[src/hdl/fnm_pkg.sv]
// Shared types, constants and an arithmetic helper of the four-neighbour mean filter.
`timescale 1ns / 1ps

package fnm_pkg;

    localparam int MAX_WIDTH_DEFAULT = 1024;

    localparam int PIXEL_W = 8;
    localparam int ROW_W   = 16;
    localparam int MEAN_W  = 16;
    localparam int SUM_W   = 10;
    localparam int CNT_W   = 3;

    localparam int CFG_INDEX_W = 2;
    localparam int CFG_DATA_W  = 16;
    localparam int FW_W        = 11;

    localparam logic [CFG_INDEX_W-1:0] REG_FRAME_WIDTH  = CFG_INDEX_W'(0);
    localparam logic [CFG_INDEX_W-1:0] REG_FRAME_HEIGHT = CFG_INDEX_W'(1);

    localparam int RECIP3   = 683;
    localparam int RECIP3_S = 11;
    localparam int PROD_W   = 21;

    typedef struct packed {
        logic first_row;
        logic row_ge2;
        logic col_gt0;
        logic col_gt1;
        logic last_col;
        logic last_row;
    } pos_flags_t;

    // floor(sum * 256 / cnt) for cnt of 2, 3 or 4
    function automatic logic [MEAN_W-1:0] mean_of(input logic [SUM_W-1:0] sum,
                                                  input logic [CNT_W-1:0] cnt);
        logic [PROD_W-1:0] third;
        logic [PROD_W-1:0] scaled;
        logic [MEAN_W-1:0] res;
        third  = (PROD_W'(sum) * PROD_W'(RECIP3)) >> RECIP3_S;
        scaled = PROD_W'(sum) * PROD_W'(85);
        case (cnt)
            CNT_W'(2): res = MEAN_W'({sum, 7'b0});
            CNT_W'(3): res = MEAN_W'(scaled + third);
            default:   res = MEAN_W'({sum, 6'b0});
        endcase
        return res;
    endfunction

endpackage

[src/hdl/fnm_pos.sv]
// Frame geometry registers and raster position counters.
`timescale 1ns / 1ps

module fnm_pos #(
    parameter int MAX_WIDTH = fnm_pkg::MAX_WIDTH_DEFAULT
) (
    input  logic                               clk,
    input  logic                               rst_n,
    input  logic                               cfg_write,
    input  logic [fnm_pkg::CFG_INDEX_W-1:0]    cfg_index,
    input  logic [fnm_pkg::CFG_DATA_W-1:0]     cfg_data,
    input  logic                               advance,
    output logic [fnm_pkg::ROW_W-1:0]          row,
    output logic [$clog2(MAX_WIDTH)-1:0]       col,
    output fnm_pkg::pos_flags_t                flags
);

    localparam int COL_W = $clog2(MAX_WIDTH);

    logic [COL_W-1:0]          last_col_reg, last_col_next;
    logic [fnm_pkg::ROW_W-1:0] last_row_reg, last_row_next;
    logic [COL_W-1:0]          col_reg, col_next;
    logic [fnm_pkg::ROW_W-1:0] row_reg, row_next;
    logic [fnm_pkg::FW_W-1:0]  fw;

    assign fw = cfg_data[fnm_pkg::FW_W-1:0];

    always_comb
    begin
        last_col_next = last_col_reg;
        last_row_next = last_row_reg;
        col_next      = col_reg;
        row_next      = row_reg;
        if (cfg_write)
        begin
            unique case (cfg_index)
                fnm_pkg::REG_FRAME_WIDTH:
                begin
                    if (fw < fnm_pkg::FW_W'(2))
                        last_col_next = COL_W'(1);
                    else if (32'(fw) > MAX_WIDTH)
                        last_col_next = COL_W'(MAX_WIDTH - 1);
                    else
                        last_col_next = COL_W'(fw - fnm_pkg::FW_W'(1));
                    col_next = '0;
                    row_next = '0;
                end
                fnm_pkg::REG_FRAME_HEIGHT:
                begin
                    if (cfg_data < fnm_pkg::CFG_DATA_W'(2))
                        last_row_next = fnm_pkg::ROW_W'(1);
                    else
                        last_row_next = fnm_pkg::ROW_W'(cfg_data - fnm_pkg::CFG_DATA_W'(1));
                    col_next = '0;
                    row_next = '0;
                end
                default:
                begin
                end
            endcase
        end
        else if (advance)
        begin
            if (col_reg == last_col_reg)
            begin
                col_next = '0;
                row_next = (row_reg == last_row_reg) ? '0 : row_reg + fnm_pkg::ROW_W'(1);
            end
            else
            begin
                col_next = col_reg + COL_W'(1);
            end
        end
    end

    always_ff @(posedge clk or negedge rst_n)
    begin
        if (!rst_n)
        begin
            last_col_reg <= COL_W'(2);
            last_row_reg <= fnm_pkg::ROW_W'(2);
            col_reg      <= '0;
            row_reg      <= '0;
        end
        else
        begin
            last_col_reg <= last_col_next;
            last_row_reg <= last_row_next;
            col_reg      <= col_next;
            row_reg      <= row_next;
        end
    end

    assign row             = row_reg;
    assign col             = col_reg;
    assign flags.first_row = (row_reg == '0);
    assign flags.row_ge2   = (row_reg > fnm_pkg::ROW_W'(1));
    assign flags.col_gt0   = (col_reg != '0);
    assign flags.col_gt1   = (col_reg > COL_W'(1));
    assign flags.last_col  = (col_reg == last_col_reg);
    assign flags.last_row  = (row_reg == last_row_reg);

endmodule

[config.mk]
export PLATFORM = sky130hd
export DESIGN_NAME = fnm_pos
export DESIGN_NICKNAME = d
export VERILOG_FILES = /design/src/hdl/fnm_pkg.sv /design/src/hdl/fnm_pos.sv
export SDC_FILE = /design/constraint.sdc
export NUM_CORES = 1
export LEC_CHECK = 0
export BUFFER_PORTS_ARGS = -buffer_cell sky130_fd_sc_hd__buf_2
export CAP_MARGIN = 20
export CORE_ASPECT_RATIO = 1.25
export CORE_MARGIN = 2
export CORE_UTILIZATION = 36
export DETAILED_ROUTE_END_ITERATION = 7
export GPL_TIMING_DRIVEN = 0
export HOLD_SLACK_MARGIN = 0.15
export PLACE_DENSITY_LB_ADDON = 0.08
export SLEW_MARGIN = 10
export SYNTH_ARGS = -nofsm -noshare
export SYNTH_HDL_FRONTEND = slang
export SYNTH_SLANG_ARGS = --single-unit
export TNS_END_PERCENT = 50
[constraint.sdc]
create_clock -name clk -period 4.7 [get_ports clk]
set_input_delay 0.705 -clock clk [delete_from_list [all_inputs] [get_ports clk]]
set_output_delay 0.705 -clock clk [all_outputs]
set_load 0.01 [all_outputs]
==> out/qor.yml, run 1 <==
rsz0062_at_grt: "false"
ctsRootBufferMaster: "clkbuf_8"
dr.pass1.iters: 4
yosysTopAreaCellShare_pct: 38.6
cts.htree.levels: 2
worst_slew_margin_rel_pct: 29.5
mappedNetlistArea_um2: 3240
seq_area_frac_synth_pct: 40.2
drive_gt1_share_pct: 20.2
yosysMostFrequentCell: "dfrtp_1"
period_minus_slack_ns: 3.19
drv_slew: 0
drt_iter0_markers: 180
synthTopCellsByCount: "dfrtp_1, nand2_1, xnor2_1, a31oi_1, xor2_1"
skew_ns: 0.00859
endpoint_kind: "output pin"
rrSetupSlack_ns: 2.12
setup_tns_ns: 0
numCtsBuffers: 5
dp_hpwl_um: 6710
ant_nets: 0
cts_buffer_depth: 2
wirelength_um: 8590
coreArea_um2: 8700
synth_nets: 385
yosysTopAreaCell: "dfrtp_1"
cp.buffers_inverters: 4
slowest_stage: "nor4_1"
wire_per_inst_um: 16.0
hold_violations: 0
cts_setup_buffers: 0
grt_usage_pct: 19.1
area_growth_syn_to_layout_pct: 17.1
die_w_um: 88.8
hold_buffers: 0
drv_cap: 0
setup_viol: 0
reg2reg_to: "row[8]"
finalNetCount: 446
drt-vias-per-instance: 5.32
worst_pin_slew_ns: 1.04
final.period_utilization_pct: 67.9
overflow: 0
die_y_um: 110
reg2reg_from: "row[8]"
insertion_delay_ns: 0.31
peakVddDrop_v: 0.000122
synth_flop_cell: "dfrtp_1"
numPortBuffers: 52
grt_max_degree: 35
drc: 0
postSynth.asyncResetShare_pct: 100
dieArea_um2: 9780
power_leakage_nw: 1.75
synthTopCellsByArea: "dfrtp_1, xnor2_1, xor2_1, a31oi_1, nand2_1"
synth-edff-count: 0
cts_resized: 0
reg2reg_depth: 7
synth.distinct_cells: 48
critPathKind: "register to output pin"
status: "finished clean"
start_kind: "register"
grt_pass1_vias: 2855
initial_core_util_pct: 37.2
fin_util_pct: 43.6
path_cells: "clkbuf_1 -> xor2_1 -> nor4_1 -> nand4_1 -> clkbuf_1 -> inv_1 -> buf_2"
diodes: 0
cts.sinks: 52
ios: 54
worst_ep_arrival_time_ns: 2.48
hold_class: "input port to async pin"
synthCells: 354
cts_tree: "done"
grt_antenna_before_repair: 0
slowest_delay_ns: 0.44
power.density_cell_area_nw_per_um2: 303
rows: 38
grt_pass1_wl_um: 14400
crit_top_cell: "clkbuf_1"
cpLargestDelayFamily: "buffers and inverters"
num_vias: 2850
clk_pin_slew_worst_paths_ns: 0.10
synth_area_per_cell_um2: 9.15
synth-seq-cells: 52
clock.fmax_mhz: 314
crit_required_ns: 3.99
routabilityCongestion: 0.850
yosys_warnings: 0
crit_path_max_fanout: 10
-- worst register-to-register path: cells and delay by family, from the launching register on --
kind / cells / cell delay (ns)
AND/OR/NAND/NOR: 1 / 0.09
XOR/XNOR: 1 / 0.19
flip-flops: 1 / 0.35
AO/OA/AOI/OAI: 3 / 1.02
buffers and inverters: 2 / 0.85
-- final cells by class --
type / instances / area (um^2)
buffer: 14 / 61.3
clock buffer: 5 / 68.8
clock inverter: 3 / 42.5
fill: 915 / 4910
inverter: 15 / 56.3
multi-input combinational: 273 / 1820
sequential: 52 / 1300
tap: 120 / 150
timing repair buffer: 54 / 288
-- cells by family after synthesis --
group,synth area share [%]
buf+inv,3.63
simple gates,21.6
xor+xnor,11.4
compound gates,19.1
fa+ha+maj,3.48
mux,0.657
flops,40.2
-- worst max path at each step --
| stage | to | start | slack, ns | cells after the start |
|---|---|---|---|---|
| final | flags[0] | row[8] | 1.51 | 7 |
| after global placement | last_row_reg[12] | cfg_data[6] | 1.57 | 8 |
| after global routing | flags[0] | row[8] | 1.35 | 7 |
| after detailed placement | last_row_reg[14] | cfg_data[6] | 1.56 | 8 |
| after floorplan | last_row_reg[11] | cfg_data[6] | 1.85 | 7 |
| after CTS | flags[0] | row[8] | 1.50 | 7 |
-- stage by stage --
| step | instance area (um^2) | total power, mW | worst slack [ns] | instances | hold slack [ns] |
|---|---|---|---|---|---|
| 5_1_grt | 3790 | 1.23 | 1.35 | 536 | 0.347 |
| 6_report | 3790 | 1.15 | 1.51 | 536 | 0.327 |
| 2_1_floorplan | 3240 | 0.742 | 1.85 | 354 | 0.409 |
| 3_5_place_dp | 3680 | 0.852 | 1.56 | 528 | 0.478 |
| 4_1_cts | 3790 | 1.17 | 1.50 | 536 | 0.340 |
| 3_3_place_gp | 3650 | 0.842 | 1.57 | 526 | 0.476 |
-- cell usage in the layout, fill, tap and decap left out, types with 5 or more instances in the layout --
cell type   n
a21o_1      9
a21oi_1    15
a31oi_1    21
and3_1      7
buf_2      53
clkbuf_1   12
clkbuf_8    5
dfrtp_1    50
ha_1        9
inv_1      15
nand2_1    34
nand2b_1   10
nand3_1    12
nand4_1     8
nor2_1     15
nor3_1     10
nor4_1     10
o21ai_0    15
o21ai_2    10
xnor2_1    22
xor2_1     20
-- per-layer routing --
metal / up-vias / global-route usage [%] / routed length [um]
met5: - / 0 / 0
met4: 0 / 5.09 / 124
met3: 7 / 3.05 / 328
met2: 72 / 33.0 / 4340
met1: 1364 / 24.6 / 3800
li1: 1407 / - / -
-- power by group --
group	leakage (nW)	total, mW	internal, mW	switching [mW]
sequential	0.667	0.566	0.504	0.0625
combinational	1.03	0.272	0.120	0.153
clock	0.0541	0.312	0.158	0.155
total	1.75	1.15	0.781	0.370
(Power assumes the default switching activity.)
==> run 2, diff against run 1 <==
==> constraint.sdc (replaced) <==
create_clock -name clk -period 3 [get_ports clk]
set_input_delay 0.45 -clock clk [delete_from_list [all_inputs] [get_ports clk]]
set_output_delay 0.45 -clock clk [all_outputs]
set_load 0.01 [all_outputs]
==> out/qor.yml, run 2 (same netlist as run 1, synthesis figures left out) <==
status: "finished clean"
die_w_um: 88.8  # unchanged
drc: 0  # unchanged
path_cells: "clkbuf_1 -> xor2_1 -> nor4_1 -> nand4_1 -> clkbuf_1 -> inv_1 -> buf_2"
grt_use_met1_pct: 24.6  # unchanged
critPathKind: "register to output pin"
cts.sinks: 52  # unchanged
ant_nets: 0  # unchanged
p_sw_uw: 582  # +57%
initial_core_util_pct: 37.2  # unchanged
grt_busiest_layer: "met2"
peakVddDrop_v: 0.000192  # +57%
slowest_stage: "nor4_1"
setup_viol: 0  # unchanged
overflow: 0  # unchanged
cpLargestDelayFamily: "buffers and inverters"
worst_pin_slew_ns: 1.04  # -0.00336 ns
hold_class: "input port to register"
intPower_mw: 1.22  # +57%
drive_gt1_share_pct: 20.2  # unchanged
crit_top_cell: "clkbuf_1"
grt_pass1_vias: 2855  # unchanged
p_clk_share_pct: 27.2  # about the same
endpoint_kind: "output pin"
slowest_delay_ns: 0.41  # -0.03 ns
ctsRootBufferMaster: "clkbuf_8"
p_sw_share_pct: 32.2  # +0.093 points
met2_usage_pct: 33.0  # unchanged
cts_buffer_depth: 2  # unchanged
cts.htree.levels: 2  # unchanged
drv_cap: 0  # unchanged
clock.fmax_mhz: 350
hold_violations: 0  # unchanged
grt_max_degree: 35  # unchanged
power.density_cell_area_nw_per_um2: 475  # +57%
mostFrequentLayoutCell: "buf_2"
clk_pin_slew_worst_paths_ns: 0.10  # about the same
cp.buffers_inverters: 4  # unchanged
die_y_um: 110  # unchanged
final.period_utilization_pct: 95.2
rsz0062_at_grt: "false"
drv_slew: 0  # unchanged
area_growth_syn_to_layout_pct: 17.3
insertion_delay_ns: 0.32  # about the same
rrSetupSlack_ns: 0.41  # -1.71 ns
worst_ep_arrival_time_ns: 2.41  # -0.07 ns
whs_ns: 0.441  # +0.114 ns
cts_tree: "done"
power_frac_seq_pct: 49.1  # about the same
numPortBuffers: 52  # unchanged
num_vias: 2838  # -0.42%
start_kind: "register"
ios: 54  # unchanged
dieArea_um2: 9780  # unchanged
power_leakage_nw: 1.75  # +0.17%
numCtsBuffers: 5  # unchanged
wire_per_inst_um: 16.0  # about the same
grt_pass1_wl_um: 14400  # unchanged
dp_hpwl_um: 6710  # unchanged
crit_required_ns: 2.55  # -1.44 ns
skew_ns: 0.00887  # +0.000276 ns
routabilityCongestion: 0.850  # unchanged
drt-vias-per-instance: 5.29  # -0.42%
finalNetCount: 446  # unchanged
cts_setup_buffers: 0  # unchanged
worst_slew_margin_rel_pct: 29.7  # +0.23 points
coreArea_um2: 8700  # unchanged
combinationalPowerShare_pct: 23.7  # about the same
final_cell_mix: "buf_2, dfrtp_1, nand2_1, xnor2_1, a31oi_1"
diodes: 0  # unchanged
period_minus_slack_ns: 2.86
setup_tns_ns: 0  # unchanged
fin_ws_ns: 0.145  # -1.37 ns
pre_cts_ws_ns: 0.119  # -1.44 ns
grt_antenna_before_repair: 0  # unchanged
use_met3_pct: 3.05  # unchanged
wirelength_um: 8590  # about the same
grt_usage_pct: 19.1  # unchanged
drt_iter0_markers: 141  # -22%
dr.pass1.iters: 4  # unchanged
rows: 38  # unchanged
crit_path_max_fanout: 10  # unchanged
run 2: cell count changes in the layout (fill, tap and decap cells not counted), sizes merged:
cell | previous run | this run
clkbuf | 17 | 16
dlygate4sd3 | 0 | 1
run 2: layout make-up:
cell class	count	area, um^2
flip-flops and latches	52	1300
clock buffers	5	68.8
multi-input cells	273	1820
fillers	913	4900
well taps	120	150
plain buffers	13	57.6
inverters	15	56.3
repair buffers	55	298
clock inverters	3	42.5
run 2: repair_timing:
| item | CTS | global route |
|---|---|---|
| hold buffers | 1 | 0 |
| setup endpoints to repair | 0 | 1 |
| gates resized for setup | 0 | 0 |
| endpoints found under the hold margin | 18 | 0 |
run 2: layer usage:
layer / routed length, um / vias up
met3: 305 / 8
met4: 123 / 0
met5: 0 / -
li1: - / 1407
met1: 3840 / 1361
met2: 4320 / 62
run 2: tightest hold or removal path, delay by kind of cell:
family                 cells  cell delay, ns
XOR/XNOR                   1            0.08
AO/OA/AOI/OAI              1            0.10
buffers and inverters      1            0.09
run 2: worst paths after layout:
path                            startpoint          endpoint  depth (start not counted)
max in group asynchronous            rst_n   last_col_reg[1]                          3
hold reg to reg            last_row_reg[1]   last_row_reg[1]                          2
hold / removal                cfg_data[12]  last_row_reg[12]                          3
setup reg to reg                    row[7]            row[8]                          7
setup / recovery                    row[2]          flags[0]                          7
min in group asynchronous            rst_n            row[8]                          2
run 2: power by group through the flow:
stage,Clock [mW],Sequential (mW),Combinational [mW]
final,0.492,0.887,0.428
after detailed placement,0,0.901,0.434
after floorplan,0,0.885,0.278
after global routing,0.533,0.903,0.486
after global placement,0,0.900,0.419
after CTS,0.506,0.887,0.436
run 2: through the flow:
step / cells / util, % / power (mW) / cell area [um^2]
after floorplan: 354 / - / 1.16 / 3240
after global placement: 526 / 41.9 / 1.32 / 3650
after detailed placement: 528 / 42.3 / 1.33 / 3680
after CTS: 537 / 43.7 / 1.83 / 3800
after global routing: 536 / 43.7 / 1.92 / 3800
final: 536 / 43.7 / 1.81 / 3800
==> run 3, diff against run 2 <==
--- a/config.mk
+++ b/config.mk
@@ -5,12 +5,12 @@
 export SDC_FILE = /design/constraint.sdc
 export NUM_CORES = 1
 export LEC_CHECK = 0
-export BUFFER_PORTS_ARGS = -buffer_cell sky130_fd_sc_hd__buf_2
 export CAP_MARGIN = 20
 export CORE_ASPECT_RATIO = 1.25
 export CORE_MARGIN = 2
 export CORE_UTILIZATION = 36
 export DETAILED_ROUTE_END_ITERATION = 7
+export DONT_BUFFER_PORTS = 1
 export GPL_TIMING_DRIVEN = 0
 export HOLD_SLACK_MARGIN = 0.15
 export PLACE_DENSITY_LB_ADDON = 0.08
==> out/qor.yml, run 3 (same netlist as run 1, synthesis figures left out) <==
crit_top_cell: "clkbuf_1"
numPortBuffers: 0  # -100%
status: "finished clean"
crit_required_ns: 2.55  # about the same
pre_cts_ws_ns: 0.220  # +0.100 ns
cts_tree: "done"
routabilityCongestion: 0.841  # -1.1%
rows: 38  # unchanged
drt-vias-per-instance: 5.54  # +4.7%
path_cells: "clkbuf_1 -> xor2_1 -> nor4_1 -> nand4_1 -> clkbuf_1 -> inv_1"
period_minus_slack_ns: 2.88  # +0.0281 ns
dr.pass1.iters: 4  # unchanged
peakVddDrop_v: 0.000176  # -8.2%
setup_viol: 0  # unchanged
cp-startpoint: "row[2]"
wire_per_inst_um: 17.9  # +12%
die_y_um: 110  # unchanged
diodes: 0  # unchanged
power_leakage_nw: 1.52  # -13%
die_w_um: 88.8  # unchanged
worst_slew_margin_rel_pct: 32.7  # +3.0 points
ant_nets: 0  # unchanged
skew_ns: 0.00779  # -0.00108 ns
endpoint_kind: "output pin"
fin_cells: 486  # -9.3%
initial_core_util_pct: 37.2  # unchanged
rrSetupSlack_ns: 0.43  # +0.02 ns
drv_slew: 0  # unchanged
rsz0062_at_grt: "false"
grt_pass1_wl_um: 14200  # -1.6%
hold_class: "input port to register"
num-fill-cells: 893  # -2.2%
numCtsBuffers: 5  # unchanged
drv_cap: 0  # unchanged
slowest_stage: "nor4_1"
cts.sinks: 52  # unchanged
crit_path_max_fanout: 10  # unchanged
mostFrequentLayoutCell: "dfrtp_1"
dp_hpwl_um: 6590  # -1.8%
finalNetCount: 396  # -11%
ctsRootBufferMaster: "clkbuf_8"
cts.htree.levels: 2  # unchanged
final_cell_mix: "dfrtp_1, nand2_1, xnor2_1, a31oi_1, xor2_1"
ios: 54  # unchanged
grt_pass1_vias: 2674  # -6.3%
area_growth_syn_to_layout_pct: 9.89
drc: 0  # unchanged
critPathKind: "register to output pin"
insertion_delay_ns: 0.32  # about the same
slowest_delay_ns: 0.42  # about the same
cts_setup_buffers: 0  # unchanged
cts_buffer_depth: 2  # unchanged
dieArea_um2: 9780  # unchanged
p_total_mw: 1.75  # -2.9%
grt_antenna_before_repair: 0  # unchanged
worst_pin_slew_ns: 1.00  # -0.0392 ns
wirelength_um: 8690  # +1.2%
coreArea_um2: 8700  # unchanged
clock.fmax_mhz: 347  # -0.97%
hp-start: "cfg_data[10]"
grt_usage_pct: 19.2  # +0.076 points
reg2reg_from: "row[2]"
num_vias: 2694  # -5.1%
drt_iter0_markers: 100  # -29%
drive_gt1_share_pct: 9.56  # -11 points
worst_ep_arrival_time_ns: 2.43  # +0.02 ns
clk_pin_slew_worst_paths_ns: 0.10  # about the same
dp_cells: 475  # -10%
grt_max_degree: 53  # +51%
start_kind: "register"
fin_ws_ns: 0.117  # -0.0281 ns
power.density_cell_area_nw_per_um2: 493  # +3.7%
final.period_utilization_pct: 96.1  # +0.94 points
overflow: 0  # unchanged
hold_violations: 0  # unchanged
## run 3: cell count changes in the layout (fill, tap and decap cells not counted)
cell / delta
clkbuf_1: -1
buf_2: -52
buf_12: -1
clkbuf_2: +3
buf_16: +1
## run 3: cell type report
class | instances | area [um^2] | area share, %
multi-input combinational | 273 | 1820 | 51.2
sequential | 52 | 1300 | 36.6
tap | 120 | 150 | 4.22
clock buffer | 5 | 68.8 | 1.93
buffer | 14 | 63.8 | 1.79
inverter | 15 | 56.3 | 1.58
timing repair buffer | 4 | 50.0 | 1.41
clock inverter | 3 | 42.5 | 1.20
## run 3: path summary, 6_finish.rpt
check	endpoint	depth (start not counted)
max in group asynchronous	last_col_reg[1]	2
hold / removal	last_col_reg[0]	2
setup / recovery	flags[0]	6
min in group asynchronous	row[5]	2
setup reg to reg	row[14]	7
hold reg to reg	last_row_reg[1]	2
## run 3: timing repair
item,in CTS,in global routing
hold buffers,2,0
endpoints found under the setup margin,0,1
endpoints found under the hold margin,52,0
resized for setup,0,4
## run 3: stage by stage
stage	TNS (ns)	instance area (um^2)	hold WS, ns	util [%]
2_1_floorplan	0	3240	0.154	-
3_3_place_gp	-0.0102	3390	0.156	39.0
3_5_place_dp	0	3400	0.156	39.1
4_1_cts	0	3550	0.287	40.8
5_1_grt	0	3560	0.295	40.9
6_report	0	3560	0.289	40.9
## run 3: where the power goes
group | internal (mW) | total (mW) | switching (mW)
logic | 0.152 | 0.353 | 0.201
clock network | 0.247 | 0.493 | 0.246
registers | 0.788 | 0.908 | 0.120
total | 1.19 | 1.75 | 0.567
## run 3: critical path, delay by kind of cell (launching register included)
family	cells	cell delay (ns)
XOR/XNOR	1	0.12
buffers and inverters	3	0.84
flip-flops	1	0.41
AND/OR/NAND/NOR	2	0.74
## run 3: per-layer routing
layer  part of all wire, %  global-route usage [%]  up-vias
li1                      -                       -     1314
met1                    45                    25.0     1291
met2                    49                    31.2       75
met3                   4.3                    3.87       14
met4                   2.0                    7.14        0
met5                     0                       0        -
