==> config.mk <==
export PLATFORM = sky130hd
export DESIGN_NAME = fnm_emit
export DESIGN_NICKNAME = d
export VERILOG_FILES = /design/src/hdl/fnm_pkg.sv /design/src/hdl/fnm_emit.sv
export SDC_FILE = /design/constraint.sdc
export NUM_CORES = 1
export LEC_CHECK = 0
export BUFFER_PORTS_ARGS = -buffer_cell sky130_fd_sc_hd__buf_2
export CAP_MARGIN = 40
export CORE_UTILIZATION = 30
export DETAILED_ROUTE_END_ITERATION = 6
export PLACE_DENSITY = 0.57
export SETUP_SLACK_MARGIN = 0.02
export SLEW_MARGIN = 15
export SYNTH_ARGS = -nofsm -noshare
export SYNTH_HDL_FRONTEND = slang
export SYNTH_SLANG_ARGS = --single-unit
==> constraint.sdc <==
create_clock -name clk -period 23.6 [get_ports clk]
set_clock_uncertainty 0.1 [all_clocks]
set_input_delay 1.18 -clock clk [delete_from_list [all_inputs] [get_ports clk]]
set_output_delay 1.18 -clock clk [all_outputs]
set_load 0.05 [all_outputs]
==> src/hdl/fnm_pkg.sv <==
// Shared types, constants and an arithmetic helper of the four-neighbour mean filter.
`timescale 1ns / 1ps

package fnm_pkg;

    localparam int MAX_WIDTH_DEFAULT = 1024;

    localparam int PIXEL_W = 8;
    localparam int ROW_W   = 16;
    localparam int MEAN_W  = 16;
    localparam int SUM_W   = 10;
    localparam int CNT_W   = 3;

    localparam int CFG_INDEX_W = 2;
    localparam int CFG_DATA_W  = 16;
    localparam int FW_W        = 11;

    localparam logic [CFG_INDEX_W-1:0] REG_FRAME_WIDTH  = CFG_INDEX_W'(0);
    localparam logic [CFG_INDEX_W-1:0] REG_FRAME_HEIGHT = CFG_INDEX_W'(1);

    localparam int RECIP3   = 683;
    localparam int RECIP3_S = 11;
    localparam int PROD_W   = 21;

    typedef struct packed {
        logic first_row;
        logic row_ge2;
        logic col_gt0;
        logic col_gt1;
        logic last_col;
        logic last_row;
    } pos_flags_t;

    // floor(sum * 256 / cnt) for cnt of 2, 3 or 4
    function automatic logic [MEAN_W-1:0] mean_of(input logic [SUM_W-1:0] sum,
                                                  input logic [CNT_W-1:0] cnt);
        logic [PROD_W-1:0] third;
        logic [PROD_W-1:0] scaled;
        logic [MEAN_W-1:0] res;
        third  = (PROD_W'(sum) * PROD_W'(RECIP3)) >> RECIP3_S;
        scaled = PROD_W'(sum) * PROD_W'(85);
        case (cnt)
            CNT_W'(2): res = MEAN_W'({sum, 7'b0});
            CNT_W'(3): res = MEAN_W'(scaled + third);
            default:   res = MEAN_W'({sum, 6'b0});
        endcase
        return res;
    endfunction

endpackage

==> src/hdl/fnm_emit.sv <==
// Result stage: neighbour sums, means and the output register.
`timescale 1ns / 1ps

module fnm_emit #(
    parameter int MAX_WIDTH = fnm_pkg::MAX_WIDTH_DEFAULT
) (
    input  logic                               clk,
    input  logic                               rst_n,
    input  logic                               load,
    input  logic [fnm_pkg::PIXEL_W-1:0]        in_pixel,
    input  logic [fnm_pkg::ROW_W-1:0]          in_row,
    input  logic [$clog2(MAX_WIDTH)-1:0]       in_col,
    input  fnm_pkg::pos_flags_t                in_flags,
    input  logic [fnm_pkg::PIXEL_W-1:0]        ram0_a,
    input  logic [fnm_pkg::PIXEL_W-1:0]        ram0_b,
    input  logic [fnm_pkg::PIXEL_W-1:0]        ram1_a,
    input  logic [fnm_pkg::PIXEL_W-1:0]        ram1_b,
    output logic                               take_ready,
    input  logic                               out_ready,
    output logic                               out_valid,
    output logic [fnm_pkg::ROW_W-1:0]          out_row,
    output logic [$clog2(MAX_WIDTH)-1:0]       out_col,
    output logic [fnm_pkg::MEAN_W-1:0]         out_mean,
    output logic                               out_last
);

    localparam int COL_W = $clog2(MAX_WIDTH);
    localparam int SW    = fnm_pkg::SUM_W;
    localparam int CW    = fnm_pkg::CNT_W;

    logic [2:0]                   mask_reg, mask_next;
    logic                         out_valid_reg, out_valid_next;
    logic [fnm_pkg::PIXEL_W-1:0]  b_pixel_reg;
    logic [fnm_pkg::ROW_W-1:0]    b_row_reg;
    logic [COL_W-1:0]             b_col_reg;
    fnm_pkg::pos_flags_t          b_flags_reg;
    logic [fnm_pkg::PIXEL_W-1:0]  hist_reg;
    logic [fnm_pkg::PIXEL_W-1:0]  cur1_reg;
    logic [fnm_pkg::PIXEL_W-1:0]  cur2_reg;
    logic [fnm_pkg::ROW_W-1:0]    out_row_reg;
    logic [COL_W-1:0]             out_col_reg;
    logic [fnm_pkg::MEAN_W-1:0]   out_mean_reg;
    logic                         out_last_reg;

    logic [fnm_pkg::PIXEL_W-1:0]  cur_a, prev_a, prev_b;
    logic [2:0]                   low;
    logic                         busy, single, out_free, emit_now;
    logic [SW-1:0]                sum1, sum2, sum3, sel_sum;
    logic [CW-1:0]                cnt1, cnt2, sel_cnt;
    logic [fnm_pkg::ROW_W-1:0]    sel_row;
    logic [COL_W-1:0]             sel_col;
    logic [2:0]                   load_mask;

    assign cur_a  = b_row_reg[0] ? ram1_a : ram0_a;
    assign prev_a = b_row_reg[0] ? ram0_a : ram1_a;
    assign prev_b = b_row_reg[0] ? ram0_b : ram1_b;

    assign low      = mask_reg & (~mask_reg + 3'd1);
    assign busy     = (mask_reg != 3'b000);
    assign single   = ((mask_reg & (mask_reg - 3'd1)) == 3'b000);
    assign out_free = !out_valid_reg || out_ready;
    assign emit_now = busy && out_free;

    assign take_ready = !busy || (out_free && single);

    assign load_mask = {in_flags.last_row && in_flags.last_col,
                        in_flags.last_row && in_flags.col_gt0,
                        !in_flags.first_row};

    always_comb
    begin
        sum1 = SW'(b_pixel_reg)
             + (b_flags_reg.row_ge2   ? SW'(cur_a)    : SW'(0))
             + (b_flags_reg.col_gt0   ? SW'(hist_reg) : SW'(0))
             + (!b_flags_reg.last_col ? SW'(prev_b)   : SW'(0));
        cnt1 = CW'(1) + CW'(b_flags_reg.row_ge2) + CW'(b_flags_reg.col_gt0)
             + CW'(!b_flags_reg.last_col);
        sum2 = SW'(hist_reg) + SW'(b_pixel_reg)
             + (b_flags_reg.col_gt1 ? SW'(cur2_reg) : SW'(0));
        cnt2 = CW'(2) + CW'(b_flags_reg.col_gt1);
        sum3 = SW'(prev_a) + SW'(cur1_reg);
        case (low)
            3'b001:
            begin
                sel_sum = sum1;
                sel_cnt = cnt1;
                sel_row = b_row_reg - fnm_pkg::ROW_W'(1);
                sel_col = b_col_reg;
            end
            3'b010:
            begin
                sel_sum = sum2;
                sel_cnt = cnt2;
                sel_row = b_row_reg;
                sel_col = b_col_reg - COL_W'(1);
            end
            default:
            begin
                sel_sum = sum3;
                sel_cnt = CW'(2);
                sel_row = b_row_reg;
                sel_col = b_col_reg;
            end
        endcase
    end

    always_comb
    begin
        mask_next = mask_reg;
        if (load)
            mask_next = load_mask;
        else if (emit_now)
            mask_next = mask_reg & ~low;
    end

    always_comb
    begin
        out_valid_next = out_valid_reg;
        if (emit_now)
            out_valid_next = 1'b1;
        else if (out_ready)
            out_valid_next = 1'b0;
    end

    always_ff @(posedge clk or negedge rst_n)
    begin
        if (!rst_n)
        begin
            mask_reg      <= 3'b000;
            out_valid_reg <= 1'b0;
        end
        else
        begin
            mask_reg      <= mask_next;
            out_valid_reg <= out_valid_next;
        end
    end

    always_ff @(posedge clk)
    begin
        if (load)
        begin
            b_pixel_reg <= in_pixel;
            b_row_reg   <= in_row;
            b_col_reg   <= in_col;
            b_flags_reg <= in_flags;
            hist_reg    <= prev_a;
            cur1_reg    <= b_pixel_reg;
            cur2_reg    <= cur1_reg;
        end
        if (emit_now)
        begin
            out_row_reg  <= sel_row;
            out_col_reg  <= sel_col;
            out_mean_reg <= fnm_pkg::mean_of(sel_sum, sel_cnt);
            out_last_reg <= single;
        end
    end

    assign out_valid = out_valid_reg;
    assign out_row   = out_row_reg;
    assign out_col   = out_col_reg;
    assign out_mean  = out_mean_reg;
    assign out_last  = out_last_reg;

endmodule

==> reports/metrics.yaml, run 1 <==
routing:
  wirelength_um: 22100
  vias: 6518
  top_layer: "met5"
  wl_met1_um: 10000
  vias_per_cell: 4.73
  route.met2.wl_um: 10700
  drc: 0
  first_pass_iters: 5
  avgRoutedWirePerCell_um: 16.0
  drtAntennaViolNets: 0
  wl_met3_um: 773
  drt_iter0_drc: 387
logic_synthesis:
  synth.avg_cell_area_um2: 10.7
  ys_seq_elements: 109
  ys_types: 63
  synth_warnings: 0
  netlist_instances: 856
  ys_seq_area_share_pct: 35.4
  synth-edff-count: 105
  synth_area_um2: 9200
  async_reset_ff_share_pct: 3.67
  synth_flop_cell: "edfxtp_1"
  syn-num-nets: 1104
job:
  drv_cap: 0
grt:
  grt_max_degree: 68
  grt_pass1_wl_um: 34600
  antenna_found_initial: 1
  gr-total-overflow: 0
  grt_pass1_vias: 6549
  track_usage_pct: 14.5
setup_path:
  crit_path_frequent_cell: "inv_1"
  worstSetupStartpoint: "ram1_a[1]"
  max_stage_delay_ps: 540
  r2r-start: "b_row_reg[0]"
  endpoint_kind: "register"
  crit_type: "primary input to register"
  worstPathArrival_ps: 11840
  startpoint_type: "primary input"
  crit_slowest_cell: "fa_1"
  worstPathRequired_ps: 23590
  worst-path-max-fanout: 4
clock_network:
  htreeDepth: 3
  holdBufCountCts: 0
  ctsRootBufferMaster: "clkbuf_16"
  cts.sinks: 109
  post_cts_buffers: 0
  cts_resized: 0
  clock_latency_ps: 360
  cts_buffers: 9
  cts_buffer_depth: 2
  clkTransAtPathRegs_ps: 80
  cts_tree: "done"
floorplanning:
  ios: 121
  row_count: 63
  core_um2: 29900
  die-width_um: 177
  dieHeight_um: 177
  initial_core_util_pct: 30.8
  dieArea_um2: 31400
cells_and_area:
  fin_nets: 1230
  mostFrequentLayoutCells: "122 x inv_1, 120 x buf_2, 110 x ha_1, 105 x edfxtp_1, 62 x fa_1"
  final_area_um2: 10700
  diodes: 0
  layout-drive-gt1-share_pct: 18.2
  mostFrequentLayoutCell: "inv_1"
  area_delta_synth_final_pct: 16.0
sta:
  slew_violations: 0
  clock.fmax_mhz: 84.4
  final.period_utilization_pct: 50.2
  slew_headroom_pct: 35.0
  fin_crit_ps: 11850
  tightest_slew_ps: 975
  rsz0062_at_grt: "no"
  fin_setup_tns_ps: 0
  setup_viol: 0
  finalHoldViolations: 0
place:
  place_area_um2: 10300
  port_buffers: 120
  dpl.hpwl_um: 18300
  place_congestion: 0.864
run_status:
  outcome: "complete, no violations"
worst_hold_path:
  worstHoldPathType: "register to register"
  hp-start: "cur1_reg[4]"
## cell type report
cell class              count  area [µm²]
fillers                  2987       19200
multi-input cells         610        5440
flip-flops and latches    109        3250
repair buffers            129         688
well taps                 390         488
inverters                 123         462
clock buffers              10         229
clock inverters             6         116
## per-layer routing
layer / track usage (%) / up-vias
met3: 2.30 / 30
met2: 24.3 / 144
met4: 4.85 / 2
met5: 0 / -
li1: - / 3263
met1: 18.9 / 3079
## Yosys cell counts (3+ instances only)
cell type / number / area share, %
a21o_1: 16 / 1.3
xor2_1: 21 / 2.0
buf_1: 4 / 0.16
mux2i_1: 17 / 1.8
and2_1: 11 / 0.75
or4_1: 3 / 0.24
or2_2: 10 / 0.68
nor3_1: 15 / 0.82
fa_1: 62 / 13
clkbuf_1: 6 / 0.24
a211o_1: 3 / 0.29
a21oi_1: 33 / 1.8
o21ai_0: 33 / 1.8
inv_1: 122 / 5.0
nand2b_1: 10 / 0.68
a211oi_1: 17 / 1.4
edfxtp_1: 105 / 34
a31oi_1: 5 / 0.34
or3_1: 7 / 0.48
a22oi_1: 4 / 0.33
buf_2: 4 / 0.22
nand3_1: 15 / 0.82
nor4_1: 8 / 0.54
ha_1: 110 / 15
nand2_1: 50 / 2.0
o31ai_1: 4 / 0.33
dfrtp_1: 4 / 1.1
and3_1: 5 / 0.34
xnor2_1: 26 / 2.5
nor2b_1: 8 / 0.54
o22ai_1: 3 / 0.20
o211ai_1: 5 / 0.41
o21a_1: 5 / 0.41
mux2_2: 18 / 2.2
o21bai_1: 5 / 0.41
nor2_1: 50 / 2.0
## per-stage QoR
step / cells / util, % / setup slack [ps] / hold WS (ps)
after floorplan: 856 / - / 12440 / 333
after global placement: 1360 / 34.5 / 11580 / 339
after detailed placement: 1360 / 34.5 / 11400 / 352
after CTS: 1376 / 35.6 / 11740 / 361
after global routing: 1377 / 35.7 / 11060 / 381
final: 1377 / 35.7 / 11750 / 363
## cell families after synthesis
kind of cell             Yosys count  share of synthesized area, %
XOR/XNOR                          47                          4.47
AO/OA/AOI/OAI                    150                          10.7
buffers and inverters            137                          5.64
multiplexers                      35                          4.05
adder cells (fa/ha/maj)          172                          28.5
AND/OR/NAND/NOR                  206                          11.4
flip-flops                       109                          35.4
## critical path: cells and delay by family
kind	cells	cell delay, ps
AND/OR/NAND/NOR	8	1570
AO/OA/AOI/OAI	9	2420
multiplexers	1	260
XOR/XNOR	1	160
buffers and inverters	10	720
adder cells (fa/ha/maj)	14	5510
## final timing paths
check                               end  cells past startpoint  slack, ps
max in group asynchronous   mask_reg[0]                      1      22760
hold / removal              cur2_reg[4]                      0        360
setup reg to reg           out_mean[12]                     43      11870
hold reg to reg             cur2_reg[4]                      0        360
setup / recovery           out_mean[12]                     43      11750
min in group asynchronous   mask_reg[1]                      1        510
Power of run 1 is not shown: default switching activity piles up to over one toggle a cycle in this logic, so the estimate is an artifact.
==> run 2: changes to the inputs <==
- ABC_AREA: not set -> 1
- clock period: 23.6 -> 11.16 ns (I/O delays scaled with it)
==> reports/metrics.yaml, run 2 <==
run_status:
  outcome: "complete, no violations"
grt:
  antenna_found_initial: 0  # -1
  grt_pass1_vias: 7051  # +7.7%
  grt_pass1_wl_um: 37100  # +7.2%
  gr-total-overflow: 0  # unchanged
  track_usage_pct: 15.3  # +0.78 points
  grt_max_degree: 66  # -2.9%
cells_and_area:
  regArea_um2: 3250  # unchanged
  mostFrequentLayoutCells: "199 x inv_1, 182 x nand2_1, 120 x buf_2, 110 x ha_1, 105 x edfxtp_1"
  layout-drive-gt1-share_pct: 15.1  # -3.2 points
  fin_nets: 1403  # +14%
  area_delta_synth_final_pct: 16.2
  multi_input_area_um2: 5190  # -4.5%
  fill_cells: 3110  # +4.1%
  diodes: 0  # unchanged
  mostFrequentLayoutCell: "inv_1"
  fin_cells: 1556  # +13%
  finalCoreUtilization_pct: 35.3  # -0.38 points
  final_area_um2: 10800  # +1.0%
logic_synthesis:
  synth_area_um2: 9280  # +0.90%
  syn-num-nets: 1271  # +15%
  synthAdderAreaFrac_pct: 28.2  # -0.25 points
  synth_top_area_share_pct: 34.0  # -0.30 points
  synth_compound_area_share_pct: 8.96  # -1.7 points
  synth_warnings: 0  # unchanged
  synth_flop_cell: "edfxtp_1"
  async_reset_ff_share_pct: 3.67  # unchanged
  synth_most_common_cell: "inv_1"
  synth.largest_area_cell: "edfxtp_1"
  synth.avg_cell_area_um2: 9.07  # -16%
  synth_top_family_by_area: "adder cells"
  synth-edff-count: 105  # unchanged
  netlist_instances: 1023  # +20%
  synthMuxAreaShare_pct: 0  # -4.1 points
  synth.area.top_cells: "edfxtp_1 34%, ha_1 15%, fa_1 13%, inv_1 8.1%, nand2_1 7.4%"
  ys_types: 50  # -21%
  ys_seq_elements: 109  # unchanged
  ys_top_cells_by_count: "200 x inv_1, 182 x nand2_1, 110 x ha_1"
  synth_xor_area_share_pct: 2.74  # -1.7 points
  ys_seq_area_share_pct: 35.0  # -0.31 points
  synthSimpleGateAreaFrac_pct: 16.0  # +4.6 points
routing:
  drtAntennaViolNets: 0  # unchanged
  wirelength_um: 23100  # +4.4%
  drt_iter0_drc: 350  # -9.6%
  first_pass_iters: 7  # +2
  avgRoutedWirePerCell_um: 14.8  # -7.6%
  vias: 7129  # +9.4%
  vias_per_cell: 4.58  # -3.2%
  drc: 0  # unchanged
sta:
  finalHoldViolations: 0  # unchanged
  final.period_utilization_pct: 93.2
  slew_headroom_pct: 57.9  # +23 points
  fin_setup_tns_ps: 0  # unchanged
  tightest_slew_ps: 630  # -345 ps
  slew_violations: 0  # unchanged
  rsz0062_at_grt: "no"
  clock.fmax_mhz: 96.2
  fin_crit_ps: 10400
  setup_viol: 0  # unchanged
clock_network:
  cts_buffers: 9  # unchanged
  ctsRootBufferMaster: "clkbuf_16"
  htreeDepth: 3  # unchanged
  cts_tree: "done"
  clock_latency_ps: 370  # about the same
  clkTransAtPathRegs_ps: 90  # about the same
  cts_buffer_depth: 2  # unchanged
  cts.sinks: 109  # unchanged
floorplanning:
  initial_core_util_pct: 30.4  # -0.37 points
  dieHeight_um: 178  # +0.44%
  ios: 121  # unchanged
  core_um2: 30500  # +2.1%
  row_count: 64  # +1.6%
  die-width_um: 178  # +0.44%
  dieArea_um2: 31700  # +0.89%
place:
  place_area_um2: 10400  # +1.1%
  placed_cells_incl_taps: 1538  # +13%
  dpl.hpwl_um: 19100  # +4.4%
  port_buffers: 120  # unchanged
  place_congestion: 0.891  # +3.1%
setup_path:
  worstPathRequired_ps: 11170  # -12420 ps
  crit_type: "register to register"
  endpoint_kind: "register"
  worst-path-max-fanout: 7  # +3
  crit_slowest_cell: "fa_1"
  startpoint_type: "register"
  crit_path_frequent_cell: "inv_1"
  worstPathArrival_ps: 10410  # -1430 ps
  max_stage_delay_ps: 560  # +20 ps
worst_hold_path:
  worstHoldPathType: "primary input to register"
job:
  drv_cap: 0  # unchanged
==> run 2: cell count changes in the layout (fill, tap and decap cells not counted), sizes merged, moves of 24 or more <==
cell	before	now
nand2	50	184
inv	124	213
nand3	15	50
nor2	51	78
a21oi	33	59
o21ai	35	59
==> run 2: timing repair <==
item | 4_1_cts | 5_1_grt
setup buffers | 0 | 0
gates resized for setup | 0 | 1
endpoints found under the hold margin | 4 | 0
endpoints found under the setup margin | 0 | 5
hold buffers | 1 | 0
==> run 2: path summary, 6_finish.rpt <==
path | startpoint | to | slack, ps | depth (start not counted)
worst min-delay path | in_row[15] | b_row_reg[15] | 260 | 1
worst max register to register | b_flags_reg[4] | out_mean[15] | 760 | 49
worst min register to register | cur1_reg[5] | cur2_reg[5] | 370 | 0
min in group asynchronous | rst_n | out_valid | 460 | 2
worst max-delay path | b_flags_reg[4] | out_mean[15] | 760 | 49
max in group asynchronous | rst_n | mask_reg[1] | 10380 | 2
==> run 2: metal layers <==
metal | vias up | global-route usage [%] | part of all wire [%]
met5 | - | 0 | 0
met4 | 0 | 5.24 | 2.5
met3 | 27 | 1.97 | 4.0
met2 | 161 | 25.7 | 47
met1 | 3320 | 20.2 | 46
li1 | 3621 | - | -
==> run 2: cell families after synthesis <==
group | count (synthesis)
simple gates | 343
buf+inv | 221
fa+ha+maj | 172
compound gates | 149
flops | 109
xor+xnor | 29
==> run 2: through the flow <==
| stage | hold slack [ps] | setup WS (ps) |
|---|---|---|
| 4_1_cts | 241 | 526 |
| 3_5_place_dp | 267 | 439 |
| 6_report | 255 | 764 |
| 3_3_place_gp | 270 | 470 |
| 2_1_floorplan | 162 | 1650 |
| 5_1_grt | 243 | 25.1 |
==> run 2: final cells by class <==
| class | instances | area share (%) |
|---|---|---|
| Multi-Input combinational cell | 693 | 48.1 |
| Inverter | 209 | 7.28 |
| Sequential cell | 109 | 30.2 |
| Clock inverter | 7 | 0.940 |
| Timing Repair Buffer | 133 | 6.80 |
| Tap cell | 396 | 4.60 |
| Clock buffer | 9 | 2.09 |
==> run 2: worst max-delay path: cells and delay by family, from the launching register on <==
family,cells,cell delay [ps]
buffers and inverters,11,810
AO/OA/AOI/OAI,14,2050
adder cells (fa/ha/maj),14,5790
flip-flops,1,420
AND/OR/NAND/NOR,10,960
Power of run 2 is left out for the same reason.
==> run 3: changes to the inputs <==
- PLACE_DENSITY: 0.57 -> 0.5
- clock period: 11.16 -> 9.3 ns (I/O delays scaled with it)
==> reports/metrics.yaml, run 3 (synthesis gave the netlist of run 2 again) <==
run_status:
  outcome: "finished with violations"
  violations: "setup timing"
clock_network:
  clkTransAtPathRegs_ps: 90  # about the same
  clock_latency_ps: 370  # about the same
  cts_tree: "done"
  htreeDepth: 3  # unchanged
  ctsRootBufferMaster: "clkbuf_16"
  cts_buffers: 9  # unchanged
  cts_buffer_depth: 2  # unchanged
  cts.sinks: 109  # unchanged
setup_path:
  max_stage_delay_ps: 560  # about the same
  worstPathRequired_ps: 9320  # -1850 ps
  crit_path_frequent_cell: "inv_2"
  reg2reg_slack_ps: -20  # -780 ps
  endpoint_kind: "register"
  worst-path-max-fanout: 6  # -1
  crit_type: "register to register"
  worstPathArrival_ps: 9330  # -1080 ps
  startpoint_type: "register"
  crit_slowest_cell: "fa_1"
cells_and_area:
  diodes: 0  # unchanged
  fin_nets: 1570  # +12%
  layout-drive-gt1-share_pct: 39.6  # +24 points
  mostFrequentLayoutCell: "inv_1"
  finalCoreUtilization_pct: 43.4  # +8.1 points
  fill_cells: 2968  # -4.6%
  mostFrequentLayoutCells: "170 x inv_1, 162 x buf_4, 155 x nand2_1, 120 x buf_2, 105 x edfxtp_1"
  area_delta_synth_final_pct: 42.7
floorplanning:
  row_count: 64  # unchanged
  dieHeight_um: 178  # unchanged
  initial_core_util_pct: 30.4  # unchanged
  dieArea_um2: 31700  # unchanged
  die-width_um: 178  # unchanged
  core_um2: 30500  # unchanged
  ios: 121  # unchanged
grt:
  antenna_found_initial: 0  # unchanged
  track_usage_pct: 17.4  # +2.1 points
  grt_max_degree: 66  # unchanged
  gr-total-overflow: 0  # unchanged
  grt_pass1_vias: 8326  # +18%
  grt_pass1_wl_um: 42300  # +14%
place:
  place_congestion: 0.895  # +0.51%
  dpl.hpwl_um: 21200  # +11%
  port_buffers: 120  # unchanged
sta:
  tightest_slew_ps: 726  # +96.0 ps
  final.period_utilization_pct: 100  # +7.0 points
  finalHoldViolations: 0  # unchanged
  fin_crit_ps: 9320  # -1080 ps
  setup_viol: 1  # +1
  clock.fmax_mhz: 107  # +12%
  rsz0062_at_grt: "yes"
  slew_headroom_pct: 51.1  # -6.9 points
  fin_setup_tns_ps: -17.0  # -17.0 ps
  finalWorstSetupSlack_ps: -17.0  # -781 ps
  slew_violations: 0  # unchanged
routing:
  wirelength_um: 26800  # +16%
  vias_per_cell: 4.60  # +0.35%
  first_pass_iters: 5  # -2
  vias: 7922  # +11%
  drt_iter0_drc: 337  # -3.7%
  drc: 0  # unchanged
  avgRoutedWirePerCell_um: 15.5  # +4.9%
  drtAntennaViolNets: 0  # unchanged
worst_hold_path:
  worstHoldPathType: "primary input to register"
job:
  drv_cap: 0  # unchanged
-- run 3: worst paths after layout --
| kind | start | endpoint | depth (start not counted) |
|---|---|---|---|
| min in group asynchronous | rst_n | mask_reg[0] | 2 |
| hold / removal | in_pixel[1] | b_pixel_reg[1] | 1 |
| setup / recovery | b_row_reg[0] | out_mean[7] | 45 |
| max in group asynchronous | rst_n | out_valid | 2 |
| setup reg to reg | b_row_reg[0] | out_mean[7] | 45 |
| hold reg to reg | cur1_reg[0] | cur2_reg[0] | 0 |
-- run 3: what timing repair did --
item                                    in CTS  in global routing
endpoints found under the hold margin        4                  0
gates resized for setup                    120                133
endpoints found under the setup margin      10                 11
gates cloned                                 2                  0
pin swaps                                   71                103
hold buffers                                 1                  0
buffers inserted                            36                 14
-- run 3: stage by stage --
step	cells	cell area, µm²	hold WS, ps	setup slack, ps
6_report	1723	13200	166	-17.0
5_1_grt	1723	13200	145	-356
4_1_cts	1711	12600	146	20.2
3_5_place_dp	1656	11300	180	-713
3_3_place_gp	1655	11300	177	-753
2_1_floorplan	1023	9310	69.4	24.6
-- run 3: cell type report --
type | instances | area, µm² | share of cell area (%)
multi-input cells | 693 | 6300 | 47.6
inverters | 209 | 785 | 5.92
well taps | 396 | 495 | 3.74
clock inverters | 7 | 101 | 0.765
flip-flops and latches | 109 | 3250 | 24.6
clock buffers | 9 | 225 | 1.70
repair buffers | 300 | 2080 | 15.7
-- run 3: per-layer routing --
| layer | vias up | routed length (µm) | track usage (%) |
|---|---|---|---|
| li1 | 3964 | - | - |
| met1 | 3777 | 11800 | 22.3 |
| met2 | 148 | 13500 | 30.7 |
| met3 | 33 | 829 | 2.01 |
| met4 | 0 | 654 | 4.84 |
| met5 | - | 0 | 0 |
-- run 3: worst max-delay path, delay by kind of cell (launching register included) --
kind,cells,cell delay [ps]
buffers and inverters,13,1110
DFF,1,450
xor gates and xnor gates,2,330
and+or+nand+nor,4,330
adders and majority gates,13,5060
AOI/OAI and AO/OA,13,1680
Power of run 3 is left out for the same reason.
